**config.mk**
```make
export PLATFORM = sky130hd
export DESIGN_NAME = brmc_div
export DESIGN_NICKNAME = d
export VERILOG_FILES = /design/src/design/brmc_pkg.sv /design/src/design/brmc_div.sv
export SDC_FILE = /design/constraint.sdc
export NUM_CORES = 2
export LEC_CHECK = 0
export BUFFER_PORTS_ARGS = -buffer_cell sky130_fd_sc_hd__buf_4
export CAP_MARGIN = 20
export CORE_MARGIN = 3
export CORE_UTILIZATION = 29
export DETAILED_ROUTE_END_ITERATION = 8
export SETUP_SLACK_MARGIN = 0.05
export SKIP_CTS_REPAIR_TIMING = 1
export SYNTH_ARGS = -nofsm -noshare
export SYNTH_HDL_FRONTEND = slang
export SYNTH_SLANG_ARGS = --single-unit
```
**constraint.sdc**
```tcl
create_clock -name clk_i -period 3.2 [get_ports clk_i]
set_input_delay 0.32 -clock clk_i [delete_from_list [all_inputs] [get_ports clk_i]]
set_output_delay 0.32 -clock clk_i [all_outputs]
set_load 0.02 [all_outputs]
```
**src/design/brmc_pkg.sv**
```systemverilog
`timescale 1ns / 1ps
// ----------------------------------------------------------------------------
// Blit rectangle clip package
// Shared constants and register indexes for the blit rectangle clipper.
// ----------------------------------------------------------------------------
package brmc_pkg;
  localparam int unsigned CoordBitsDef = 16;
  localparam int unsigned CfgIdxBits = 3;

  typedef enum logic [CfgIdxBits-1:0] {
    CFG_CLIP_MODE = 3'd0,
    CFG_SURF_W    = 3'd1,
    CFG_SURF_H    = 3'd2,
    CFG_VAL_L     = 3'd3,
    CFG_VAL_T     = 3'd4,
    CFG_VAL_R     = 3'd5,
    CFG_VAL_B     = 3'd6,
    CFG_UNUSED    = 3'd7
  } cfg_idx_e;
endpackage

```
**src/design/brmc_div.sv**
```systemverilog
`timescale 1ns / 1ps
// ----------------------------------------------------------------------------
// Pipelined restoring divider
// Unsigned quotient, one quotient bit per stage, with a sideband payload.
// ----------------------------------------------------------------------------
module brmc_div
  import brmc_pkg::*;
#(
  parameter int unsigned NumBits = 48,
  parameter int unsigned DenBits = 17,
  parameter int unsigned SideBits = 1
) (
  input  logic                clk_i,
  input  logic                rst_ni,
  input  logic                adv_i,
  input  logic                vld_i,
  input  logic [NumBits-1:0]  num_i,
  input  logic [DenBits-1:0]  den_i,
  input  logic [SideBits-1:0] side_i,
  output logic                vld_o,
  output logic [NumBits-1:0]  quo_o,
  output logic [SideBits-1:0] side_o
);
  logic                vld_q  [NumBits];
  logic [NumBits-1:0]  num_q  [NumBits];
  logic [DenBits:0]    rem_q  [NumBits];
  logic [DenBits-1:0]  den_q  [NumBits];
  logic [SideBits-1:0] side_q [NumBits];

  for (genvar s = 0; s < NumBits; s++) begin : g_stage
    logic                vld_s;
    logic [NumBits-1:0]  num_s;
    logic [DenBits:0]    rem_s;
    logic [DenBits-1:0]  den_s;
    logic [SideBits-1:0] side_s;
    logic [DenBits+1:0]  trial;
    logic [DenBits+1:0]  diff;
    logic [DenBits:0]    rem_d;
    logic [NumBits-1:0]  num_d;

    if (s == 0) begin : g_first
      assign vld_s  = vld_i;
      assign num_s  = num_i;
      assign rem_s  = '0;
      assign den_s  = den_i;
      assign side_s = side_i;
    end else begin : g_next
      assign vld_s  = vld_q[s-1];
      assign num_s  = num_q[s-1];
      assign rem_s  = rem_q[s-1];
      assign den_s  = den_q[s-1];
      assign side_s = side_q[s-1];
    end

    always_comb begin
      trial = {rem_s, num_s[NumBits-1]};
      diff  = trial - {2'b00, den_s};
      if (trial >= {2'b00, den_s}) begin
        rem_d = diff[DenBits:0];
        num_d = {num_s[NumBits-2:0], 1'b1};
      end else begin
        rem_d = trial[DenBits:0];
        num_d = {num_s[NumBits-2:0], 1'b0};
      end
    end
    always_ff @(posedge clk_i or negedge rst_ni) begin
      if (!rst_ni) begin
        vld_q[s] <= 1'b0;
      end else if (adv_i) begin
        vld_q[s] <= vld_s;
      end
    end
    always_ff @(posedge clk_i) begin
      if (adv_i) begin
        rem_q[s]  <= rem_d;
        num_q[s]  <= num_d;
        den_q[s]  <= den_s;
        side_q[s] <= side_s;
      end
    end
  end

  assign vld_o  = vld_q[NumBits-1];
  assign quo_o  = num_q[NumBits-1];
  assign side_o = side_q[NumBits-1];
endmodule

```
# Word-level counts from Yosys, hierarchy flattened
# Memory sizes are Yosys's and may differ from the RTL's.
# Index checks and enable logic that the tools add are counted.
# word_totals
ram_bits	4032
inputBits	70
out_inout_bits	50
register_bits	48
wordCells	246
n_memories	4
# mem_list
memory	depth	width	rd	rd_ports_with_merged_regs	write_ports	line	text
num_q	48	48	48	0	48	brmc_div.sv:25	logic [NumBits-1:0] num_q [NumBits];
rem_q	48	18	47	0	48	brmc_div.sv:26	logic [DenBits:0] rem_q [NumBits];
den_q	48	17	47	0	48	brmc_div.sv:27	logic [DenBits-1:0] den_q [NumBits];
side_q	48	1	48	0	48	brmc_div.sv:28	logic [SideBits-1:0] side_q [NumBits];
# op_classes
magnitude_cmp	48
addsub	48
n_mux	98
# op_table
operator	count
$ge A19 B17 Y1	47
$mux W18	48
$sub A18 B17 Y18	47
$mux W1	50
$sub A1 B17 Y18	1
$ge A1 B17 Y1	1

# Depth between registers and ports, before layout
# An unclocked memory read counts as a cell.
# depth
depth_word	3
mapped_depth	12
mapped_depth_nobuf	11

# Worst setup path after synthesis
# No wires, ideal clock.
# synth_path
path_type	reg-to-reg
from	memory num_q[25][47], in the netlist num_q[1][479]
to	memory rem_q[1][196] (netlist name), data pin
setup_time_ps	262
path_stages_with_launch	12
period_less_slack_ps	2773
path_buffers	0
arrival_ps	2511
slack_ps	427
required_ps	2938
cell_sequence	edfxtp_1 > inv_1 > ha_1 > inv_1 > fa_1 > a211oi_1 > o21ai_0 > o31a_1 > o41ai_1 > o21ai_0 > xnor2_1 > o21ai_0
# synth_lines
item	line
start, declared	brmc_div.sv:25
end, declared	brmc_div.sv:26

==> impl_metrics.yaml <==
detailed_routing:
  drc_errors: 0
  wl_mm: 317
  drtAntennaViolNets: 0
  vias_per_cell: 4.44
  wl_per_cell_um: 15.3
  dr_total_vias: 91968
  first_iter_violations: 6140
  drt_first_pass_iters: 5
floorplan:
  die_x_um: 781
  start_util_pct: 29.1
  die_h_um: 781
  io_pins: 120
  core-area_mm2: 0.598
  dieArea_mm2: 0.610
  rows: 284
final_layout:
  final_util_pct: 34.1
  syn2layout_area_growth_pct: 17.1
  nFillCells: 57800
  final_cell_mix: "edfxtp_1 (3997), inv_1 (1049), ha_1 (801), a21oi_1 (708), nor2_1 (573)"
  mostFrequentLayoutCell: "edfxtp_1"
  nNetsFinal: 13244
  drive_gt1_share_pct: 14.5
sta:
  finClkSkew_ns: 0.103
  finalCritPeriodShare_pct: 97.7
  maxSlewViolCount: 0
  setup_slack_ns: 0.0732
  rsz0062_at_grt: "yes"
  report.final.hold_viol_count: 0
  fmax_mhz: 320
  slew_headroom_pct: 41.5
  worst_pin_slew_ns: 0.878
  setup_viol: 0
  period_minus_slack_ns: 3.13
clock_network:
  ctsRootBufferMaster: "clkbuf_16"
  clockBufferDepth: 4
  cts_buffers: 438
  clkTransAtPathRegs_ns: 0.06
  clk_latency_ns: 1.01
  cts_tree: "built"
  cts.sinks: 4045
  htreeDepth: 5
pwr:
  power.share.switching_pct: 30.6
  p_sw_mw: 57.1
  ir_drop_mv: 0.572
  intPower_mw: 129
  p_seq_share_pct: 40.4
  power_mw: 186
  p_leak_nw: 76.0
  pwr_density_cell_mw_per_mm2: 913
  pwr-share-comb_pct: 32.7
  power_frac_clock_pct: 27.0
global_route:
  grt_max_degree: 79
  grtUsageTotal_pct: 10.0
  grt_pass1_wl_mm: 502
  gr-total-overflow: 0
  antenna_found_initial: 4
  grt_pass1_vias: 90205
placed_design:
  place.gp.congestion: 0.849
  place.port_buffers: 119
  hpwlAfterDp_mm: 218
  place_ws_ns: -0.0157
setup_path:
  cp-start-kind: "flop"
  required_ns: 3.92
  crit_type: "flop to flop"
  critical_path_peak_fanout: 3
  critPathCaptureType: "flop"
  cp.arrival_ns: 3.84
  ff2ff_path_depth: 11
logic_synthesis:
  async_reset_ff_share_pct: 1.19
  avgSynthCellArea_um2: 15.2
  synthDistinctLibCells: 100
  syn-num-nets: 12392
  synthCells: 11475
  ys_warn_count: 0
  synthFlopType: "edfxtp_1"
  synthesis.area_mm2: 0.174
  netlist.area_leader.share_pct: 68.9
  ys_ff_latch: 4045
  ys_seq_area_share_pct: 69.6
  synth-edff-count: 3997
  yosysTopAreaCell: "edfxtp_1"
  synth_area_leaders: "edfxtp_1 (69%), ha_1 (5.8%), mux2_2 (3.0%), inv_1 (2.3%), xnor2_1 (2.3%)"
min_path:
  hold_class: "input pin to flop"
  hold_depth: 2
flow_run:
  maxCapViolCount: 0
status:
  status: "finished, final reports clean"
-- state kept, by name, summed over array words and instances (netlist names) --
signal,cells
g_stage.vld_s,47
num_q,2304
side_q,48
rem_q,846
vld_o,1
den_q,799
-- cell type report --
| class | count | area [um2] | share of cell area [%] |
|---|---|---|---|
| Antenna cell | 3 | 7.51 | 0.00368 |
| Clock buffer | 526 | 11400 | 5.56 |
| Clock inverter | 274 | 3110 | 1.52 |
| Inverter | 1053 | 3950 | 1.94 |
| Multi-Input combinational cell | 6226 | 48400 | 23.7 |
| Sequential cell | 4045 | 121000 | 59.4 |
| Tap cell | 8008 | 10000 | 4.91 |
| Timing Repair Buffer | 563 | 5990 | 2.94 |
-- per-layer routing --
layer | vias up | wire, um | GRT usage [%] | part of all wire, %
li1 | 45181 | - | - | -
met1 | 44591 | 146000 | 13.6 | 46
met2 | 1600 | 149000 | 16.4 | 47
met3 | 596 | 13000 | 1.48 | 4.1
met4 | 0 | 10100 | 3.28 | 3.2
met5 | - | 0 | 0 | 0
-- power groups by stage --
stage	clock, mW	sequential (mW)	combinational, mW
6_report	50.2	75.2	60.9
3_5_place_dp	0	76.5	60.0
3_3_place_gp	0	76.5	59.3
2_1_floorplan	0	73.9	46.8
4_1_cts	52.4	75.4	60.4
5_1_grt	54.5	76.1	67.7
-- per-stage QoR --
stage	cells	TNS [ns]	hold slack, ns	instance area (um2)
global route	20697	-0.0954	-0.00137	204000
CTS	20560	-0.0888	-0.834	203000
detailed placement	19760	-0.0157	0.372	188000
floorplan	11475	0	0.0244	174000
finish	20698	0	0.0954	204000
global placement	19760	-0.163	0.359	188000
-- cells in the mapped netlist, drive strengths merged (36+ instances only) --
cell type and number:
edfxtp 3997, inv 1051, ha 801, a21oi 716
mux2 579, nor2 573, xnor2 448, o21ai 429
nand2 424, a21o 347, o21a 169, xor2 139
nand3 123, nor3 109, nand4 100, nor2b 89
a31oi 87, buf 85, a211oi 83, o31ai 75
o21bai 73, clkbuf 66, nand2b 66, and3 62
mux2i 61, o211ai 55, dfrtp 48, a21boi 46
fa 46, o31a 40, nor4 39, a221oi 36
-- worst max-delay path: stages (launching register included) --
cell	delay (ns)
edfxtp_1	0.37
inv_1	0.09
ha_1	0.15
inv_1	0.06
fa_1	0.44
a211oi_2	0.28
o21ai_0	0.20
a31oi_1	0.30
o21ai_1	0.17
a2111oi_2	0.40
nor3_1	0.10
mux2_2	0.26
-- kinds of logic (layout without fill, tap and decap cells) --
kind of cell | Yosys count | count (layout) | share of synthesized area, %
compound gates | 2385 | 2385 | 9.21
xor+xnor | 587 | 587 | 2.95
fa+ha+maj | 847 | 847 | 6.28
buf+inv | 1204 | 2416 | 2.78
flops | 4045 | 4045 | 69.6
mux | 640 | 640 | 4.32
other cells | 0 | 3 | 0
simple gates | 1767 | 1767 | 4.90
-- worst paths after layout --
kind	from	to	slack (ns)
worst max-delay path	num_q[0][287]	rem_q[0][124]	0.07
worst min-delay path	num_i[32]	num_q[0][33]	0.1
worst max register to register	num_q[0][287]	rem_q[0][124]	0.07
worst min register to register	num_q[0][322]	num_q[0][371]	0.36
max in group asynchronous	rst_ni	g_stage[33].vld_s	2.63
min in group asynchronous	rst_ni	g_stage[47].vld_s	0.35
(Power assumes the default switching activity.)
